--- src/rtl/steering_agent_step_defines.svh ---
// Assertion macros for the steering agent block.
// Included by the top level; expects i_clk and i_rst_n in scope.
`ifndef STEERING_AGENT_STEP_DEFINES_SVH
`define STEERING_AGENT_STEP_DEFINES_SVH
`ifndef SYNTHESIS
`define SAS_ASSERT(lbl, cond, msg) \
    lbl: assert property (@(posedge i_clk) disable iff (!i_rst_n) (cond)) else $error(msg);
`define SAS_ASSERT_NEXT(lbl, pre, post, msg) \
    lbl: assert property (@(posedge i_clk) disable iff (!i_rst_n) (pre) |=> (post)) \
        else $error(msg);
`else
`define SAS_ASSERT(lbl, cond, msg)
`define SAS_ASSERT_NEXT(lbl, pre, post, msg)
`endif
`endif

--- src/rtl/sas_pkg.sv ---
// Shared types, constants and helpers of the steering agent block.
// No dependencies.
`default_nettype none
package sas_pkg;
    localparam int QW    = 24;   // Q15.8 state word
    localparam int VW    = 26;   // working vector component
    localparam int SQW   = 50;   // squared length
    localparam int PW    = 49;   // multiplier result kept
    localparam int LW    = 25;   // vector length
    localparam int SW    = 16;   // speed / force magnitude
    localparam int RW    = 23;   // radius registers
    localparam int CIW   = 3;    // config index
    localparam int CDW   = 23;   // config data
    localparam int SQRT_STEPS = 25;
    localparam int DIV_STEPS  = 49;

    localparam logic [SW-1:0] RST_MAX_SPEED = 16'd5120;
    localparam logic [SW-1:0] RST_MAX_FORCE = 16'd512;
    localparam logic [RW-1:0] RST_ARRIVE_RAD = 23'd25600;
    localparam logic [RW-1:0] RST_SEEK_RAD   = 23'd102400;
    localparam logic [RW-1:0] RST_FLEE_RAD   = 23'd102400;

    localparam logic signed [QW+2:0] SAT_HI = 27'sd8388607;
    localparam logic signed [QW+2:0] SAT_LO = -27'sd8388608;

    typedef enum logic [CIW-1:0] {
        CFG_MAX_SPEED   = 3'd0,
        CFG_MAX_FORCE   = 3'd1,
        CFG_ARRIVE_RAD  = 3'd2,
        CFG_SEEK_RAD    = 3'd3,
        CFG_FLEE_RAD    = 3'd4,
        CFG_SEEK_EN     = 3'd5,
        CFG_FLEE_EN     = 3'd6
    } t_cfg_idx;

    typedef enum logic [1:0] {
        PH_ARRIVE = 2'd0,
        PH_SEEK   = 2'd1,
        PH_FLEE   = 2'd2
    } t_phase;

    typedef enum logic [4:0] {
        OP_NONE, OP_LOAD, OP_DIFF, OP_MULX, OP_MULY, OP_SUM, OP_SQRT_GO,
        OP_LEN_TAKE, OP_SPD_MAX, OP_SPD_FORCE, OP_SPD_MUL, OP_DIV_SPD,
        OP_SPD_TAKE, OP_MAGX_MUL, OP_MAGY_MUL, OP_DIV_LEN, OP_MAGX_TAKE,
        OP_MAGY_TAKE, OP_NEG, OP_STEER, OP_ACC, OP_UPDATE, OP_PUBLISH
    } t_op;

    typedef struct packed {
        t_op    op;
        t_phase phase;
        logic   capture;
    } t_cmd;

    typedef struct packed {
        logic sqrt_done;
        logic sqrt_busy;
        logic div_done;
        logic div_busy;
        logic len_zero;
        logic len_lt_arrive;
        logic len_ge_seek;
        logic len_ge_flee;
        logic sq_gt_limit;
        logic seek_en;
        logic flee_en;
    } t_status;

    function automatic logic signed [QW-1:0] sat24(input logic signed [QW+2:0] v);
        if (v > SAT_HI) return SAT_HI[QW-1:0];
        if (v < SAT_LO) return SAT_LO[QW-1:0];
        return v[QW-1:0];
    endfunction
endpackage
`default_nettype wire

--- src/rtl/sas_ctrl.sv ---
// Sequencer for one item: a load, or a tick of arrive, seek and flee forces in turn, then update.
// Depends on sas_pkg; drives sas_dp through t_cmd and reads t_status.
`default_nettype none
module sas_ctrl (
    input  wire logic              i_clk,
    input  wire logic              i_rst_n,
    input  wire logic              i_in_valid,
    input  wire logic              i_in_load,
    input  wire logic              i_out_ready,
    input  wire sas_pkg::t_status  i_st,
    output sas_pkg::t_cmd          o_cmd,
    output logic                   o_in_ready,
    output logic                   o_out_valid
);
    import sas_pkg::*;

    typedef enum logic [23:0] {
        S_IDLE      = 24'h000001, S_LOAD      = 24'h000002,
        S_DIFF      = 24'h000004, S_MULX      = 24'h000008,
        S_MULY      = 24'h000010, S_SUM       = 24'h000020,
        S_SQRT_GO   = 24'h000040, S_SQRT_WAIT = 24'h000080,
        S_DECIDE    = 24'h000100, S_SPD_MUL   = 24'h000200,
        S_SPD_GO    = 24'h000400, S_SPD_WAIT  = 24'h000800,
        S_FORCE     = 24'h001000, S_MAGX_MUL  = 24'h002000,
        S_MAGX_GO   = 24'h004000, S_MAGX_WAIT = 24'h008000,
        S_MAGY_MUL  = 24'h010000, S_MAGY_GO   = 24'h020000,
        S_MAGY_WAIT = 24'h040000, S_NEG       = 24'h080000,
        S_STEER     = 24'h100000, S_ACC       = 24'h200000,
        S_UPDATE    = 24'h400000, S_PUB       = 24'h800000
    } t_state;

    t_state r_state, n_state;
    t_phase r_phase, n_phase;
    logic   r_clamp, n_clamp;
    logic   r_ovalid, n_ovalid;
    t_phase w_nx_phase;
    t_state w_nx_state;

    // force that follows the current one
    always_comb begin
        w_nx_phase = r_phase;
        w_nx_state = S_UPDATE;
        unique case (r_phase)
            PH_ARRIVE: begin
                if (i_st.seek_en) begin
                    w_nx_phase = PH_SEEK;
                    w_nx_state = S_DIFF;
                end else if (i_st.flee_en) begin
                    w_nx_phase = PH_FLEE;
                    w_nx_state = S_DIFF;
                end
            end
            PH_SEEK: begin
                if (i_st.flee_en) begin
                    w_nx_phase = PH_FLEE;
                    w_nx_state = S_DIFF;
                end
            end
            default: ;
        endcase
    end

    always_comb begin
        n_state       = r_state;
        n_phase       = r_phase;
        n_clamp       = r_clamp;
        n_ovalid      = r_ovalid && !i_out_ready;
        o_cmd.op      = OP_NONE;
        o_cmd.phase   = r_phase;
        o_cmd.capture = 1'b0;
        o_in_ready    = 1'b0;
        unique case (r_state)
            S_IDLE: begin
                o_in_ready = 1'b1;
                if (i_in_valid) begin
                    o_cmd.capture = 1'b1;
                    n_phase = PH_ARRIVE;
                    n_clamp = 1'b0;
                    n_state = i_in_load ? S_LOAD : S_DIFF;
                end
            end
            S_LOAD: begin
                o_cmd.op = OP_LOAD;
                n_state  = S_PUB;
            end
            S_DIFF: begin
                o_cmd.op = OP_DIFF;
                n_state  = S_MULX;
            end
            S_MULX: begin
                o_cmd.op = OP_MULX;
                n_state  = S_MULY;
            end
            S_MULY: begin
                o_cmd.op = OP_MULY;
                n_state  = S_SUM;
            end
            S_SUM: begin
                o_cmd.op = OP_SUM;
                n_state  = S_SQRT_GO;
            end
            S_SQRT_GO: begin
                // steering within the force limit skips the clamp
                if (r_clamp && !i_st.sq_gt_limit) begin
                    n_state = S_ACC;
                end else begin
                    o_cmd.op = OP_SQRT_GO;
                    n_state  = S_SQRT_WAIT;
                end
            end
            S_SQRT_WAIT: begin
                if (i_st.sqrt_done) begin
                    o_cmd.op = OP_LEN_TAKE;
                    n_state  = r_clamp ? S_FORCE : S_DECIDE;
                end
            end
            S_DECIDE: begin
                o_cmd.op = OP_SPD_MAX;
                priority if (r_phase == PH_ARRIVE) begin
                    priority if (i_st.len_zero)      n_state = S_STEER;
                    else if (i_st.len_lt_arrive)     n_state = S_SPD_MUL;
                    else                             n_state = S_MAGX_MUL;
                end else if ((r_phase == PH_SEEK && i_st.len_ge_seek) ||
                             (r_phase == PH_FLEE && i_st.len_ge_flee)) begin
                    n_phase = w_nx_phase;
                    n_state = w_nx_state;
                end else begin
                    n_state = i_st.len_zero ? S_STEER : S_MAGX_MUL;
                end
            end
            S_SPD_MUL: begin
                o_cmd.op = OP_SPD_MUL;
                n_state  = S_SPD_GO;
            end
            S_SPD_GO: begin
                o_cmd.op = OP_DIV_SPD;
                n_state  = S_SPD_WAIT;
            end
            S_SPD_WAIT: begin
                if (i_st.div_done) begin
                    o_cmd.op = OP_SPD_TAKE;
                    n_state  = S_MAGX_MUL;
                end
            end
            S_FORCE: begin
                o_cmd.op = OP_SPD_FORCE;
                n_state  = S_MAGX_MUL;
            end
            S_MAGX_MUL: begin
                o_cmd.op = OP_MAGX_MUL;
                n_state  = S_MAGX_GO;
            end
            S_MAGX_GO: begin
                o_cmd.op = OP_DIV_LEN;
                n_state  = S_MAGX_WAIT;
            end
            S_MAGX_WAIT: begin
                if (i_st.div_done) begin
                    o_cmd.op = OP_MAGX_TAKE;
                    n_state  = S_MAGY_MUL;
                end
            end
            S_MAGY_MUL: begin
                o_cmd.op = OP_MAGY_MUL;
                n_state  = S_MAGY_GO;
            end
            S_MAGY_GO: begin
                o_cmd.op = OP_DIV_LEN;
                n_state  = S_MAGY_WAIT;
            end
            S_MAGY_WAIT: begin
                if (i_st.div_done) begin
                    o_cmd.op = OP_MAGY_TAKE;
                    priority if (r_clamp)           n_state = S_ACC;
                    else if (r_phase == PH_FLEE)    n_state = S_NEG;
                    else                            n_state = S_STEER;
                end
            end
            S_NEG: begin
                o_cmd.op = OP_NEG;
                n_state  = S_STEER;
            end
            S_STEER: begin
                o_cmd.op = OP_STEER;
                n_clamp  = 1'b1;
                n_state  = S_MULX;
            end
            S_ACC: begin
                o_cmd.op = OP_ACC;
                n_clamp  = 1'b0;
                n_phase  = w_nx_phase;
                n_state  = w_nx_state;
            end
            S_UPDATE: begin
                o_cmd.op = OP_UPDATE;
                n_state  = S_PUB;
            end
            S_PUB: begin
                if (!r_ovalid || i_out_ready) begin
                    o_cmd.op = OP_PUBLISH;
                    n_ovalid = 1'b1;
                    n_state  = S_IDLE;
                end
            end
            default: n_state = S_IDLE;
        endcase
    end

    always_ff @(posedge i_clk) begin
        if (!i_rst_n) begin
            r_state  <= S_IDLE;
            r_phase  <= PH_ARRIVE;
            r_clamp  <= 1'b0;
            r_ovalid <= 1'b0;
        end else begin
            r_state  <= n_state;
            r_phase  <= n_phase;
            r_clamp  <= n_clamp;
            r_ovalid <= n_ovalid;
        end
    end

    assign o_out_valid = r_ovalid;
endmodule
`default_nettype wire

--- config.mk ---
export PLATFORM = sky130hd
export DESIGN_NAME = sas_ctrl
export DESIGN_NICKNAME = d
export VERILOG_FILES = /design/src/rtl/steering_agent_step_defines.svh /design/src/rtl/sas_pkg.sv /design/src/rtl/sas_ctrl.sv
export SDC_FILE = /design/constraint.sdc
export NUM_CORES = 1
export LEC_CHECK = 0
export ABC_CLOCK_PERIOD_IN_PS = 3000
export BUFFER_PORTS_ARGS = -buffer_cell sky130_fd_sc_hd__buf_2
export CELL_PAD_IN_SITES_DETAIL_PLACEMENT = 1
export CELL_PAD_IN_SITES_GLOBAL_PLACEMENT = 1
export CORE_MARGIN = 5
export CORE_UTILIZATION = 43
export DETAILED_ROUTE_END_ITERATION = 12
export PLACE_DENSITY = 0.79
export SYNTH_ARGS = -nofsm -noshare
export SYNTH_HDL_FRONTEND = slang
export SYNTH_SLANG_ARGS = --single-unit
--- constraint.sdc ---
create_clock -name i_clk -period 3 [get_ports i_clk]
set_input_delay 0.3 -clock i_clk [delete_from_list [all_inputs] [get_ports i_clk]]
set_output_delay 0.3 -clock i_clk [all_outputs]
set_load 0.03 [all_outputs]
==> results.md <==
- Power per standard cell area: just over 400 nW/µm²
- Synthesized Nets: approximately 310
- First-pass GRT wire length: ~14000 µm
- Class of the worst hold path: input port to flop
- Final min period: slightly below 3 ns
- Worst-path clk slew: approximately 0.10 ns
- Routability Congestion: approximately 1.0
- Worst-margin pin slew: approximately 0.65 ns
- Share of cells above drive strength 1: between 20 and 30%
- R2R Setup Slk: approximately 0.28 ns
- Async SR Flop Fraction: 0%
- Setup repair after global routing missed its margin: no
- Ant diodes: 0
- Initial DRC Count: approximately 260
- GRT Overall Usage: 26.93%
- Peak supply drop: about 0.00023 V
- Largest net degree at the start of global routing: 17
- Multi-input logic area: approximately 1600 µm²
- Portion of total power attributed to the clock network: 28.7%
- Max-cap viol count: 0
- Post-synthesis cell type count: 61
- Num CTS Buffers: 3
- DRT Pass-1 Iters: 5
- Synth Instances: between 200 and 300
- Status: finished clean
- Fill cells: 655
- Most common cell in the netlist: nor2_1
- Commonest cells in the netlist: nor2_1 (36), dfxtp_1 (28), nor3_1 (21)
- Period utilization: between 90% and 100%
- Met3 routed WL: between 600 and 700 µm
- Effective utilization at floorplan: between 40% and 50%
- Maximum operating frequency: between 300 and 400 MHz
- Antenna-violating nets left: 0
- Sink Count: 28
- Final WS setup: 0.09558 ns
- Netlist Area Pre-Place: 2265 µm²
- Top Layer Used: met4
- Pre-CTS WS: about 0.2 ns
- Hpwl dp: 6541 µm
- Io pins: 26
- DIE HEIGHT: 82.57 µm
- Final core utilization: approximately 52%
- Root buf cell: clkbuf_8
- Clock skew: about 0.0064 ns
- DRT met1 WL: between 3000 and 4000 µm
- R2R depth: 8
- Crit path DAT: 2.60 ns
- Yosys reg bits: 28
- Crit end category: output port
- GR Overflow Total: 0
- Max H-tree Level: 1
- Worst-Skew Late Latency: between 0.2 and 0.3 ns
- Vias per Instance: around 6.6
- Crit path kind: flop to output port
- Crit start category: flop
- Hold Path Cell Cnt: 3
- Routed WL per cell: about 22 µm
- Die ar.: 6818 µm²
- RR Endpoint: r_state[0]$_SDFFE_PN1P_
- DIE WIDTH: a little over 80 µm
- WP data required: around 2.7 ns
- Largest cells by area after synthesis: dfxtp_1 (25%), nor2_1 (6.0%), nor4_4 (5.6%), nor3_1 (4.6%), or4_1 (4.3%)
- Slew headroom: between 50% and 60%
- Leak Pwr: 1.066 nW
- Total negative setup slack: 0 ns
- Hold EP: r_state[1]$_SDFFE_PN0P_
- Met2 wire len: between 4000 and 5000 µm
- Final hold vios: 0
- IO Port Bufs: 23
- Drc violations: 0
- CTS tree: built
- Crit Path Max Fanout: 9
- Yosys warns: 0
- Psw: 0.3917 mW
- Vias post-DR: between 2000 and 3000
- Hold Path Origin: i_in_load
- Area leader, netlist: dfxtp_1
- Core area: approximately 5000 µm²
- Final Setup Violations: 0
- Drt total wl: 8671 µm
- Register area share after synthesis: roughly 25%
- Initial antenna violation count: 0
- Synthesis-to-layout area growth: 18.40%
- Yosys top cell area share: approximately a quarter
- Post-synth EDFFs: 0
- CTS Buffer Depth: 2
- Most used DFF post-synth: dfxtp_1
- CP Launch Point: r_state[8]$_SDFFE_PN0P_
- Comb pwr share: 34.4%
- Via count of the first global-routing pass: between 2000 and 3000
- Seq pwr share: between 30% and 40%
- # rows: 26
- Switching part of the total: a little over a third
- Sequential cell area: between 500 and 600 µm²
- Critical R2R Launch: r_state[8]$_SDFFE_PN0P_
- Syn avg cell area: about 7.8 µm²
- Final net count: 344
- Final Max Tran Viols: 0
- Power Internal: 0.6908 mW
## layout by cell type (no fill, tap or decap), types with 5 or more instances in the layout
cell,count
buf_4,24
o21ai_0,6
nand3_1,14
dfxtp_2,7
nand2_1,13
inv_1,14
nor4b_1,5
nor2_1,34
nand2b_1,7
nor3_1,21
or3_1,6
dfxtp_1,20
or4_1,12
nor4_4,6
buf_2,23
nand4_1,6
nor4_1,11
a21oi_1,12
## power by group through the flow
stage               sequential, mW  clock [mW]  combinational [mW]
global route                 0.401       0.333               0.399
CTS                          0.400       0.322               0.359
detailed placement           0.408           0               0.325
global placement             0.407           0               0.318
finish                       0.399       0.311               0.373
floorplan                    0.402           0               0.238
## sequential cells by signal, summed over array words and instances, names as in the netlist
| name | flops |
|---|---|
| r_state | 24 |
| o_out_valid | 1 |
| r_clamp | 1 |
| r_phase | 2 |
## cell type report
class                   count  share of cell area (%)
inverters                  14                   1.960
flip-flops and latches     28                   21.37
clock buffers               3                   1.540
clock inverters             1                   1.120
repair buffers             47                   11.01
multi-input cells         234                   59.73
well taps                  70                   3.266
## metrics by stage
step,std cells,instance area [µm²],total power [mW],hold slack [ns]
4_1_cts,397,2653,1.080,0.2562
3_5_place_dp,381,2480,0.7322,0.5203
3_3_place_gp,381,2480,0.7253,0.5066
5_1_grt,397,2681,1.132,0.2686
6_report,397,2681,1.083,0.2568
2_1_floorplan,289,2265,0.6395,0.4138
## critical path: stages (launching register included)
cell and delay (ns):
dfxtp_1 0.41, nor4_4 0.54, nand3_4 0.21, or3_1 0.54
a21oi_1 0.17, nor2_1 0.10, o211ai_1 0.12, buf_2 0.23
## routing by layer
metal	up-vias	GRT usage (%)
li1	1186	-
met4	0	10.29
met3	41	4.881
met2	122	45.03
met5	-	0
met1	1261	34.20
## kinds of logic (layout without fill, tap and decap cells)
family / Yosys count / after routing / share of synthesized area, %
XOR/XNOR: 5 / 5 / 1.934
AND/OR/NAND/NOR: 179 / 179 / 51.93
flip-flops: 28 / 28 / 24.75
buffers and inverters: 27 / 65 / 5.746
AO/OA/AOI/OAI: 50 / 50 / 15.64
## worst max path at each step
stage                    end  slack [ns]  cells after the start
global route        o_cmd[0]       0.002                      7
floorplan           o_cmd[5]        0.60                      8
CTS                 o_cmd[3]        0.02                     10
detailed placement  o_cmd[4]        0.20                      7
finish              o_cmd[7]         0.1                      7
global placement    o_cmd[5]        0.23                      7
## repair_timing
action | CTS | global route
hold buffers | 0 | 0
pin swaps | 4 | 1
gates resized for setup | 3 | 14
setup buffers | 12 | 0
setup endpoints to repair | 5 | 4
Note: power is estimated with default switching activity, not from simulation.
