[src/rtl/steering_agent_step_defines.svh]
// Assertion macros for the steering agent block.
// Included by the top level; expects i_clk and i_rst_n in scope.
`ifndef STEERING_AGENT_STEP_DEFINES_SVH
`define STEERING_AGENT_STEP_DEFINES_SVH
`ifndef SYNTHESIS
`define SAS_ASSERT(lbl, cond, msg) \
    lbl: assert property (@(posedge i_clk) disable iff (!i_rst_n) (cond)) else $error(msg);
`define SAS_ASSERT_NEXT(lbl, pre, post, msg) \
    lbl: assert property (@(posedge i_clk) disable iff (!i_rst_n) (pre) |=> (post)) \
        else $error(msg);
`else
`define SAS_ASSERT(lbl, cond, msg)
`define SAS_ASSERT_NEXT(lbl, pre, post, msg)
`endif
`endif

[src/rtl/sas_pkg.sv]
// Shared types, constants and helpers of the steering agent block.
// No dependencies.
`default_nettype none
package sas_pkg;
    localparam int QW    = 24;   // Q15.8 state word
    localparam int VW    = 26;   // working vector component
    localparam int SQW   = 50;   // squared length
    localparam int PW    = 49;   // multiplier result kept
    localparam int LW    = 25;   // vector length
    localparam int SW    = 16;   // speed / force magnitude
    localparam int RW    = 23;   // radius registers
    localparam int CIW   = 3;    // config index
    localparam int CDW   = 23;   // config data
    localparam int SQRT_STEPS = 25;
    localparam int DIV_STEPS  = 49;

    localparam logic [SW-1:0] RST_MAX_SPEED = 16'd5120;
    localparam logic [SW-1:0] RST_MAX_FORCE = 16'd512;
    localparam logic [RW-1:0] RST_ARRIVE_RAD = 23'd25600;
    localparam logic [RW-1:0] RST_SEEK_RAD   = 23'd102400;
    localparam logic [RW-1:0] RST_FLEE_RAD   = 23'd102400;

    localparam logic signed [QW+2:0] SAT_HI = 27'sd8388607;
    localparam logic signed [QW+2:0] SAT_LO = -27'sd8388608;

    typedef enum logic [CIW-1:0] {
        CFG_MAX_SPEED   = 3'd0,
        CFG_MAX_FORCE   = 3'd1,
        CFG_ARRIVE_RAD  = 3'd2,
        CFG_SEEK_RAD    = 3'd3,
        CFG_FLEE_RAD    = 3'd4,
        CFG_SEEK_EN     = 3'd5,
        CFG_FLEE_EN     = 3'd6
    } t_cfg_idx;

    typedef enum logic [1:0] {
        PH_ARRIVE = 2'd0,
        PH_SEEK   = 2'd1,
        PH_FLEE   = 2'd2
    } t_phase;

    typedef enum logic [4:0] {
        OP_NONE, OP_LOAD, OP_DIFF, OP_MULX, OP_MULY, OP_SUM, OP_SQRT_GO,
        OP_LEN_TAKE, OP_SPD_MAX, OP_SPD_FORCE, OP_SPD_MUL, OP_DIV_SPD,
        OP_SPD_TAKE, OP_MAGX_MUL, OP_MAGY_MUL, OP_DIV_LEN, OP_MAGX_TAKE,
        OP_MAGY_TAKE, OP_NEG, OP_STEER, OP_ACC, OP_UPDATE, OP_PUBLISH
    } t_op;

    typedef struct packed {
        t_op    op;
        t_phase phase;
        logic   capture;
    } t_cmd;

    typedef struct packed {
        logic sqrt_done;
        logic sqrt_busy;
        logic div_done;
        logic div_busy;
        logic len_zero;
        logic len_lt_arrive;
        logic len_ge_seek;
        logic len_ge_flee;
        logic sq_gt_limit;
        logic seek_en;
        logic flee_en;
    } t_status;

    function automatic logic signed [QW-1:0] sat24(input logic signed [QW+2:0] v);
        if (v > SAT_HI) return SAT_HI[QW-1:0];
        if (v < SAT_LO) return SAT_LO[QW-1:0];
        return v[QW-1:0];
    endfunction
endpackage
`default_nettype wire

[src/rtl/sas_sqrt.sv]
// Bit-serial integer square root, floor(sqrt(x)), one root bit per cycle.
// Depends on sas_pkg.
`default_nettype none
module sas_sqrt (
    input  wire logic                     i_clk,
    input  wire logic                     i_rst_n,
    input  wire logic                     i_start,
    input  wire logic [sas_pkg::SQW-1:0]  i_rad,
    output logic      [sas_pkg::LW-1:0]   o_root,
    output logic                          o_busy,
    output logic                          o_done
);
    import sas_pkg::*;

    logic [SQW-1:0] r_rad;
    logic [LW:0]    r_rem;
    logic [LW-1:0]  r_root;
    logic [4:0]     r_cnt;
    logic           r_busy, r_done;
    logic [LW+2:0]  w_rem2, w_trial, w_diff;
    logic           w_ge;

    assign w_rem2  = {r_rem, r_rad[SQW-1 -: 2]};
    assign w_trial = {1'b0, r_root, 2'b01};
    assign w_ge    = w_rem2 >= w_trial;
    assign w_diff  = w_rem2 - w_trial;

    always_ff @(posedge i_clk) begin
        if (!i_rst_n) begin
            r_busy <= 1'b0;
            r_done <= 1'b0;
            r_cnt  <= '0;
        end else begin
            r_done <= 1'b0;
            if (i_start) begin
                r_busy <= 1'b1;
                r_cnt  <= 5'(SQRT_STEPS - 1);
            end else if (r_busy) begin
                if (r_cnt == '0) begin
                    r_busy <= 1'b0;
                    r_done <= 1'b1;
                end else begin
                    r_cnt <= r_cnt - 5'd1;
                end
            end
        end
    end

    always_ff @(posedge i_clk) begin
        if (i_start) begin
            r_rad  <= i_rad;
            r_rem  <= '0;
            r_root <= '0;
        end else if (r_busy) begin
            r_rad <= {r_rad[SQW-3:0], 2'b00};
            if (w_ge) begin
                r_rem  <= w_diff[LW:0];
                r_root <= {r_root[LW-2:0], 1'b1};
            end else begin
                r_rem  <= w_rem2[LW:0];
                r_root <= {r_root[LW-2:0], 1'b0};
            end
        end
    end

    assign o_root = r_root;
    assign o_busy = r_busy;
    assign o_done = r_done;
endmodule
`default_nettype wire

[src/rtl/sas_div.sv]
// Restoring unsigned divider, one quotient bit per cycle.
// Depends on sas_pkg. Callers guarantee the quotient fits in SW bits.
`default_nettype none
module sas_div (
    input  wire logic                    i_clk,
    input  wire logic                    i_rst_n,
    input  wire logic                    i_start,
    input  wire logic [sas_pkg::PW-1:0]  i_dividend,
    input  wire logic [sas_pkg::LW-1:0]  i_divisor,
    output logic      [sas_pkg::SW-1:0]  o_quo,
    output logic                         o_busy,
    output logic                         o_done
);
    import sas_pkg::*;

    logic [PW-1:0] r_q;
    logic [LW-1:0] r_rem, r_d;
    logic [5:0]    r_cnt;
    logic          r_busy, r_done;
    logic [LW:0]   w_rem2, w_diff;
    logic          w_ge;

    assign w_rem2 = {r_rem, r_q[PW-1]};
    assign w_ge   = w_rem2 >= {1'b0, r_d};
    assign w_diff = w_rem2 - {1'b0, r_d};

    always_ff @(posedge i_clk) begin
        if (!i_rst_n) begin
            r_busy <= 1'b0;
            r_done <= 1'b0;
            r_cnt  <= '0;
        end else begin
            r_done <= 1'b0;
            if (i_start) begin
                r_busy <= 1'b1;
                r_cnt  <= 6'(DIV_STEPS - 1);
            end else if (r_busy) begin
                if (r_cnt == '0) begin
                    r_busy <= 1'b0;
                    r_done <= 1'b1;
                end else begin
                    r_cnt <= r_cnt - 6'd1;
                end
            end
        end
    end

    always_ff @(posedge i_clk) begin
        if (i_start) begin
            r_q   <= i_dividend;
            r_d   <= i_divisor;
            r_rem <= '0;
        end else if (r_busy) begin
            if (w_ge) begin
                r_rem <= w_diff[LW-1:0];
                r_q   <= {r_q[PW-2:0], 1'b1};
            end else begin
                r_rem <= w_rem2[LW-1:0];
                r_q   <= {r_q[PW-2:0], 1'b0};
            end
        end
    end

    assign o_quo  = r_q[SW-1:0];
    assign o_busy = r_busy;
    assign o_done = r_done;
endmodule
`default_nettype wire

[src/rtl/sas_dp.sv]
// Datapath: config registers, agent state, working vector, shared
// multiplier, square root and divider. Depends on sas_pkg, sas_sqrt, sas_div.
`default_nettype none
module sas_dp (
    input  wire logic                    i_clk,
    input  wire logic                    i_rst_n,
    input  wire logic                    i_cfg_we,
    input  wire logic [sas_pkg::CIW-1:0] i_cfg_index,
    input  wire logic [sas_pkg::CDW-1:0] i_cfg_data,
    input  wire logic [191:0]            i_tdata,
    input  wire sas_pkg::t_cmd           i_cmd,
    output sas_pkg::t_status             o_st,
    output logic      [95:0]             o_tdata
);
    import sas_pkg::*;

    logic [SW-1:0] r_max_speed, r_max_force, r_spd;
    logic [RW-1:0] r_arrive_rad, r_seek_rad, r_flee_rad;
    logic          r_seek_en, r_flee_en;

    logic signed [QW-1:0] r_tx, r_ty, r_ox, r_oy, r_skx, r_sky, r_flx, r_fly;
    logic signed [QW-1:0] r_pos_x, r_pos_y, r_vel_x, r_vel_y, r_acc_x, r_acc_y;
    logic signed [QW-1:0] r_out_px, r_out_py, r_out_vx, r_out_vy;
    logic signed [VW-1:0] r_vx, r_vy;
    logic [PW-1:0]        r_prod;
    logic [SQW-1:0]       r_sq;
    logic [LW-1:0]        r_len;

    logic signed [QW-1:0] w_pt_x, w_pt_y;
    logic signed [VW-1:0] w_ma, w_mb, w_abs_x, w_abs_y, w_q;
    logic signed [51:0]   w_prod;
    logic [31:0]          w_mf_sq;
    logic [LW-1:0]        w_root, w_divisor;
    logic [SW-1:0]        w_quo;
    logic                 w_sqrt_busy, w_sqrt_done, w_div_busy, w_div_done;

    // config port
    always_ff @(posedge i_clk) begin
        if (!i_rst_n) begin
            r_max_speed  <= RST_MAX_SPEED;
            r_max_force  <= RST_MAX_FORCE;
            r_arrive_rad <= RST_ARRIVE_RAD;
            r_seek_rad   <= RST_SEEK_RAD;
            r_flee_rad   <= RST_FLEE_RAD;
            r_seek_en    <= 1'b0;
            r_flee_en    <= 1'b0;
        end else if (i_cfg_we) begin
            case (i_cfg_index)
                CFG_MAX_SPEED:  r_max_speed  <= i_cfg_data[SW-1:0];
                CFG_MAX_FORCE:  r_max_force  <= i_cfg_data[SW-1:0];
                CFG_ARRIVE_RAD: r_arrive_rad <= i_cfg_data[RW-1:0];
                CFG_SEEK_RAD:   r_seek_rad   <= i_cfg_data[RW-1:0];
                CFG_FLEE_RAD:   r_flee_rad   <= i_cfg_data[RW-1:0];
                CFG_SEEK_EN:    r_seek_en    <= i_cfg_data[0];
                CFG_FLEE_EN:    r_flee_en    <= i_cfg_data[0];
                default: ;
            endcase
        end
    end

    // point of the current force
    always_comb begin
        unique case (i_cmd.phase)
            PH_SEEK: begin
                w_pt_x = r_skx;
                w_pt_y = r_sky;
            end
            PH_FLEE: begin
                w_pt_x = r_flx;
                w_pt_y = r_fly;
            end
            default: begin
                w_pt_x = sat24(27'(r_tx) + 27'(r_ox));
                w_pt_y = sat24(27'(r_ty) + 27'(r_oy));
            end
        endcase
    end

    assign w_abs_x = r_vx[VW-1] ? -r_vx : r_vx;
    assign w_abs_y = r_vy[VW-1] ? -r_vy : r_vy;

    // shared multiplier operand select
    always_comb begin
        unique case (i_cmd.op)
            OP_MULX: begin
                w_ma = r_vx;
                w_mb = r_vx;
            end
            OP_MULY: begin
                w_ma = r_vy;
                w_mb = r_vy;
            end
            OP_SPD_MUL: begin
                w_ma = VW'(r_len);
                w_mb = VW'(r_max_speed);
            end
            OP_MAGX_MUL: begin
                w_ma = w_abs_x;
                w_mb = VW'(r_spd);
            end
            default: begin
                w_ma = w_abs_y;
                w_mb = VW'(r_spd);
            end
        endcase
    end

    assign w_prod    = 52'(w_ma) * 52'(w_mb);
    assign w_mf_sq   = 32'(r_max_force) * 32'(r_max_force);
    assign w_divisor = (i_cmd.op == OP_DIV_SPD) ? LW'(r_arrive_rad) : r_len;
    assign w_q       = VW'(w_quo);

    sas_sqrt u_sqrt (
        .i_clk   (i_clk),
        .i_rst_n (i_rst_n),
        .i_start (i_cmd.op == OP_SQRT_GO),
        .i_rad   (r_sq),
        .o_root  (w_root),
        .o_busy  (w_sqrt_busy),
        .o_done  (w_sqrt_done)
    );

    sas_div u_div (
        .i_clk      (i_clk),
        .i_rst_n    (i_rst_n),
        .i_start    (i_cmd.op == OP_DIV_SPD || i_cmd.op == OP_DIV_LEN),
        .i_dividend (r_prod),
        .i_divisor  (w_divisor),
        .o_quo      (w_quo),
        .o_busy     (w_div_busy),
        .o_done     (w_div_done)
    );

    // input capture
    always_ff @(posedge i_clk) begin
        if (i_cmd.capture) begin
            r_tx  <= i_tdata[23:0];
            r_ty  <= i_tdata[47:24];
            r_ox  <= i_tdata[71:48];
            r_oy  <= i_tdata[95:72];
            r_skx <= i_tdata[119:96];
            r_sky <= i_tdata[143:120];
            r_flx <= i_tdata[167:144];
            r_fly <= i_tdata[191:168];
        end
    end

    // agent state
    always_ff @(posedge i_clk) begin
        if (!i_rst_n) begin
            r_pos_x <= '0;
            r_pos_y <= '0;
            r_vel_x <= '0;
            r_vel_y <= '0;
            r_acc_x <= '0;
            r_acc_y <= '0;
        end else begin
            unique case (i_cmd.op)
                OP_LOAD: begin
                    r_pos_x <= r_tx;
                    r_pos_y <= r_ty;
                    r_vel_x <= r_ox;
                    r_vel_y <= r_oy;
                    r_acc_x <= '0;
                    r_acc_y <= '0;
                end
                OP_ACC: begin
                    r_acc_x <= sat24(27'(r_acc_x) + 27'(r_vx));
                    r_acc_y <= sat24(27'(r_acc_y) + 27'(r_vy));
                end
                OP_UPDATE: begin
                    r_pos_x <= sat24(27'(r_pos_x) + 27'(r_vel_x));
                    r_pos_y <= sat24(27'(r_pos_y) + 27'(r_vel_y));
                    r_vel_x <= sat24(27'(r_vel_x) + 27'(r_acc_x));
                    r_vel_y <= sat24(27'(r_vel_y) + 27'(r_acc_y));
                    r_acc_x <= '0;
                    r_acc_y <= '0;
                end
                default: ;
            endcase
        end
    end

    // working registers
    always_ff @(posedge i_clk) begin
        unique case (i_cmd.op)
            OP_DIFF: begin
                r_vx <= VW'(w_pt_x) - VW'(r_pos_x);
                r_vy <= VW'(w_pt_y) - VW'(r_pos_y);
            end
            OP_MULX, OP_SPD_MUL, OP_MAGX_MUL, OP_MAGY_MUL: r_prod <= w_prod[PW-1:0];
            OP_MULY: begin
                r_sq   <= {1'b0, r_prod};
                r_prod <= w_prod[PW-1:0];
            end
            OP_SUM:       r_sq  <= r_sq + {1'b0, r_prod};
            OP_LEN_TAKE:  r_len <= w_root;
            OP_SPD_MAX:   r_spd <= r_max_speed;
            OP_SPD_FORCE: r_spd <= r_max_force;
            OP_SPD_TAKE:  r_spd <= w_quo;
            OP_MAGX_TAKE: r_vx  <= r_vx[VW-1] ? -w_q : w_q;
            OP_MAGY_TAKE: r_vy  <= r_vy[VW-1] ? -w_q : w_q;
            OP_NEG: begin
                r_vx <= -r_vx;
                r_vy <= -r_vy;
            end
            OP_STEER: begin
                r_vx <= r_vx - VW'(r_vel_x);
                r_vy <= r_vy - VW'(r_vel_y);
            end
            OP_PUBLISH: begin
                r_out_px <= r_pos_x;
                r_out_py <= r_pos_y;
                r_out_vx <= r_vel_x;
                r_out_vy <= r_vel_y;
            end
            default: ;
        endcase
    end

    always_comb begin
        o_st.sqrt_done     = w_sqrt_done;
        o_st.sqrt_busy     = w_sqrt_busy;
        o_st.div_done      = w_div_done;
        o_st.div_busy      = w_div_busy;
        o_st.len_zero      = (r_len == '0);
        o_st.len_lt_arrive = r_len < LW'(r_arrive_rad);
        o_st.len_ge_seek   = r_len >= LW'(r_seek_rad);
        o_st.len_ge_flee   = r_len >= LW'(r_flee_rad);
        o_st.sq_gt_limit   = r_sq > SQW'(w_mf_sq);
        o_st.seek_en       = r_seek_en;
        o_st.flee_en       = r_flee_en;
    end

    assign o_tdata = {r_out_vy, r_out_vx, r_out_py, r_out_px};
endmodule
`default_nettype wire

[config.mk]
export PLATFORM = sky130hd
export DESIGN_NAME = sas_dp
export DESIGN_NICKNAME = d
export VERILOG_FILES = /design/src/rtl/steering_agent_step_defines.svh /design/src/rtl/sas_pkg.sv /design/src/rtl/sas_sqrt.sv /design/src/rtl/sas_div.sv /design/src/rtl/sas_dp.sv
export SDC_FILE = /design/constraint.sdc
export NUM_CORES = 2
export LEC_CHECK = 0
export BUFFER_PORTS_ARGS = -buffer_cell sky130_fd_sc_hd__clkbuf_2
export CAP_MARGIN = 10
export CELL_PAD_IN_SITES_DETAIL_PLACEMENT = 0
export CELL_PAD_IN_SITES_GLOBAL_PLACEMENT = 2
export CORE_AREA = 2 2 634 636
export CTS_BUF_LIST = sky130_fd_sc_hd__clkbuf_8
export DETAILED_ROUTE_END_ITERATION = 8
export DIE_AREA = 0 0 636 638
export GPL_TIMING_DRIVEN = 0
export PLACE_DENSITY_LB_ADDON = 0.1
export SLEW_MARGIN = 15
export SYNTH_ARGS = -nofsm -noshare
export SYNTH_HDL_FRONTEND = slang
export SYNTH_HIERARCHICAL = 1
export SYNTH_SLANG_ARGS = --single-unit
[constraint.sdc]
create_clock -name i_clk -period 10 [get_ports i_clk]
set_clock_uncertainty 0.05 [all_clocks]
set_input_delay 1 -clock i_clk [delete_from_list [all_inputs] [get_ports i_clk]]
set_output_delay 1 -clock i_clk [all_outputs]
set_load 0.03 [all_outputs]
==> flow_summary.rst <==
.. list-table::
   :header-rows: 1

   * - Metric
     - Value
   * - Number of synthesized flops with an enable pin
     - 604
   * - Global-route congestion overflow total
     - 0
   * - Static leakage
     - 47.0 nW
   * - Crit Path Category
     - register to register
   * - Measured slew at the worst slew-check pin
     - 1.30 ns
   * - Most common flop cell mapped by yosys
     - sky130_fd_sc_hd__edfxtp_1
   * - Fraction of final layout cells with drive strength greater than 1
     - 13.1%
   * - Cells after DPL
     - 15500
   * - Number of port buffers
     - between 300 and 400
   * - Total die area
     - roughly 410000 um2
   * - Final clock period utilization by the worst path
     - 103%
   * - Critical path's most frequent cell
     - sky130_fd_sc_hd__fa_1
   * - Synth warn
     - 6
   * - Cell-internal power
     - ~0.022 W
   * - Highest-count cells in the layout ignoring fill and taps
     - sky130_fd_sc_hd__inv_1 (1278), sky130_fd_sc_hd__nand2_1 (1087), sky130_fd_sc_hd__fa_1 (831), sky130_fd_sc_hd__nor2_1 (752), sky130_fd_sc_hd__ha_1 (718)
   * - Per-cell routed wire length
     - 26.3 um
   * - Max-slew violation total from the final report
     - 0
   * - Post-Synthesis Cells
     - 9833
   * - Core region area
     - 399000 um2
   * - Logic gate share of total power
     - 76.0%
   * - H-tree levels
     - 4
   * - Setup repair after global routing missed its margin
     - true
   * - Sequential-to-total area share from yosys stat
     - between 20 and 30%
   * - Type of the most critical hold path
     - input pin to register
   * - Count of endpoints failing hold in the final timing report
     - 0
   * - Delay of the slowest critical-path stage
     - around 0.7 ns
   * - Violations in the final reports
     - setup timing
   * - Slew HR
     - 13.7%
   * - Clock share of power
     - just under 10%
   * - Total Wirelength
     - 427000 um
   * - Number of global-route vias before repair
     - 80800
   * - Global Route met3 Usage
     - between 1.5 and 2%
   * - Startpoint type of the worst setup path
     - register
   * - Data required time of the worst path
     - 10.68 ns
   * - Smallest setup slack after layout
     - -0.340 ns
   * - Mapped cell area
     - 91500 um2
   * - Clock transition at the register clock pins on the worst setup and hold paths after CTS
     - around 0.060 ns
   * - Clk Latency, worst-skew pair
     - 1.10 ns
   * - Remaining design rule violation count
     - 0
   * - Setup violation total in the final timing report
     - 10
   * - Met2 routing resource usage after global routing
     - 35.8%
   * - Total via count after detailed routing
     - between 70000 and 80000
   * - Vertical extent of the die
     - 638 um
   * - Arrival time at the worst endpoint
     - about 11 ns
   * - Drt initial violations
     - 4901
   * - Nets in the synthesized netlist
     - ~12000
   * - Buffer levels on the longest clock path
     - 4
   * - Number of different library cells in the post-synthesis netlist
     - 107
   * - Clock tree root driver cell
     - sky130_fd_sc_hd__clkbuf_8
   * - Finished Cell Area
     - 110000 um2
   * - Power density over the cells
     - a little under 400 nW/um2
   * - Layout net count
     - 12600
   * - Slowest stage cell on the critical path
     - sky130_fd_sc_hd__edfxtp_1
   * - Global-route wire length before repair
     - 607000 um
   * - Switching part of the total power
     - 49.4%
   * - DRT antenna net count
     - 0
   * - Number of vias per cell after detailed routing
     - 4.74
   * - Maximum number of pins on one net before global-route repair
     - 90
   * - Growth of design area from synthesis to finish
     - 19.9%
   * - Sequential Power Share
     - 14.2%
   * - Max-Cap Viols
     - 0
   * - IR Drop Worst-Case VDD
     - 1.18 mV
   * - Row count
     - 232
   * - Post-layout min period
     - just over 10 ns
   * - Post-detailed-placement cell area
     - 101000 um2
   * - FFs w/ async S/R, synth
     - 0%
   * - Average footprint of a synthesized cell
     - 9.30 um2
   * - Total CTS buffers
     - around 200
   * - Total clock sinks
     - 942
   * - Top achievable clock speed
     - 96.7 MHz
   * - Effective utilization at floorplan
     - 22.9%
   * - Total GRT Usage
     - 20.7%
   * - Sum of net half-perimeters after detailed placement
     - 351000 um
   * - Status
     - finished with violations
   * - Most common cell after layout, fill and taps aside
     - sky130_fd_sc_hd__inv_1
   * - Most congested layer reported by global routing
     - met2
   * - Weighted congestion reported at the end of routability-driven placement
     - 0.865
   * - Filler-free cell count of the finished design
     - 16200
   * - Io pins
     - 336
   * - Maximum fanout along the worst path
     - 8
   * - CTS tree
     - yes
   * - Critical Path End Type
     - register
   * - Initial antenna violation count
     - 29
   * - Met1 global-route usage
     - 27.4%
   * - First-pass detailed-route iteration total
     - 5
   * - Switching component of the power
     - 0.0214 W
   * - Overall die width
     - around 640 um
   * - Count of state elements after synthesis
     - 942
-- stage by stage --
step	power, W	util, %	hold slack, ns	TNS [ns]	setup slack (ns)
floorplan	0.0252	-	0.379	0	0.0189
global placement	0.0344	25.0	0.395	-571.95	-5.95
detailed placement	0.0342	25.3	0.398	-96.96	-5.39
CTS	0.0426	27.4	0.00293	-2.90	-0.460
global route	0.0477	27.5	0.0529	-4.62	-0.577
finish	0.0434	27.5	0.112	-2.11	-0.340
-- worst max-delay path: cells and delay by family, from the launching register on --
family                   cells  cell delay [ns]
AO/OA/AOI/OAI                7             1.27
XOR/XNOR                     2             0.66
adder cells (fa/ha/maj)      8             3.91
buffers and inverters        6             0.53
flip-flops                   1             0.69
AND/OR/NAND/NOR             10             2.87
-- Yosys cell counts (57+ instances only) --
library cell	n	share of area [%]
sky130_fd_sc_hd__nand2b_1	113	0.77
sky130_fd_sc_hd__xor2_1	224	2.1
sky130_fd_sc_hd__and3_1	59	0.40
sky130_fd_sc_hd__a21o_1	202	1.7
sky130_fd_sc_hd__o21a_1	114	0.94
sky130_fd_sc_hd__xnor2_1	290	2.8
sky130_fd_sc_hd__nand3_1	104	0.57
sky130_fd_sc_hd__a31oi_1	61	0.42
sky130_fd_sc_hd__clkbuf_1	329	1.4
sky130_fd_sc_hd__a221oi_1	71	0.68
sky130_fd_sc_hd__o21ai_0	390	2.1
sky130_fd_sc_hd__nor2_1	773	3.2
sky130_fd_sc_hd__mux2i_1	94	1.0
sky130_fd_sc_hd__fa_1	860	19
sky130_fd_sc_hd__nor2b_1	90	0.62
sky130_fd_sc_hd__and2_1	103	0.70
sky130_fd_sc_hd__ha_1	745	10
sky130_fd_sc_hd__nor3_1	102	0.56
sky130_fd_sc_hd__edfxtp_1	604	20
sky130_fd_sc_hd__mux2_2	121	1.5
sky130_fd_sc_hd__o211ai_1	73	0.60
sky130_fd_sc_hd__o31ai_1	57	0.47
sky130_fd_sc_hd__dfxtp_1	338	7.4
sky130_fd_sc_hd__nand4_1	59	0.40
sky130_fd_sc_hd__inv_1	1244	5.1
sky130_fd_sc_hd__a21oi_1	603	3.3
sky130_fd_sc_hd__nand2_1	1094	4.5
sky130_fd_sc_hd__a211oi_1	79	0.65
-- area by class of cell --
type                            instances  area, um2
Antenna cell                           12       30.0
Buffer                                405       2210
Clock buffer                          209       2880
Clock inverter                        152       1040
Fill cell                           42700     289000
Inverter                             1246       4700
Multi-Input combinational cell       7231      61800
Sequential cell                       942      25000
Tap cell                             5265       6590
Timing Repair Buffer                  735       5470
-- per-layer routing --
layer  vias to the layer above  share of wire, %
met5                         -            0.0049
met4                         4               2.9
met3                       439               3.4
met2                      1680                48
met1                     38900                45
li1                      35700                 -
-- logic make-up after synthesis --
logic type,share of synthesized area [%]
xor gates and xnor gates,4.92
muxes,2.52
adders and majority gates,29.1
DFF,27.2
buffers and inverters,7.01
AOI/OAI and AO/OA,15.8
and+or+nand+nor,13.4
-- final timing paths --
| path | slack (ns) | endpoint | startpoint | depth (start not counted) |
|---|---|---|---|---|
| min | 0.11 | r_ty[9] | i_tdata[33] | 1 |
| max reg2reg | -0.34 | r_prod[46] | r_vx[12] | 33 |
| min reg2reg | 0.40 | r_flee_rad[17] | r_flee_rad[17] | 2 |
| max | -0.34 | r_prod[46] | r_vx[12] | 33 |
-- power by group through the flow --
stage	Clock, W	Sequential, W	Combinational, W
6_report	0.00429	0.00614	0.0330
4_1_cts	0.00447	0.00614	0.0319
3_3_place_gp	0	0.00626	0.0281
2_1_floorplan	0	0.00598	0.0192
5_1_grt	0.00461	0.00617	0.0370
3_5_place_dp	0	0.00624	0.0280
-- what timing repair did --
action | CTS | global route
resized for setup | 416 | 137
setup endpoints to repair | 33 | 20
buffers inserted | 116 | 33
hold buffers | 184 | 0
endpoints found under the hold margin | 184 | 0
pin swaps | 96 | 76
-- registers in the layout, indices dropped and copies added, names as in the netlist, 25 cells and up --
| register | flops |
|---|---|
| u_sqrt/o_root | 25 |
| r_vx | 26 |
| r_prod | 49 |
| r_len | 25 |
| r_vy | 26 |
| r_sq | 50 |
| u_div/r_q | 49 |
| u_sqrt/r_rad | 50 |
| u_sqrt/r_rem | 26 |
| u_div/r_rem | 25 |
| u_div/r_d | 25 |
(Power assumes the default switching activity.)
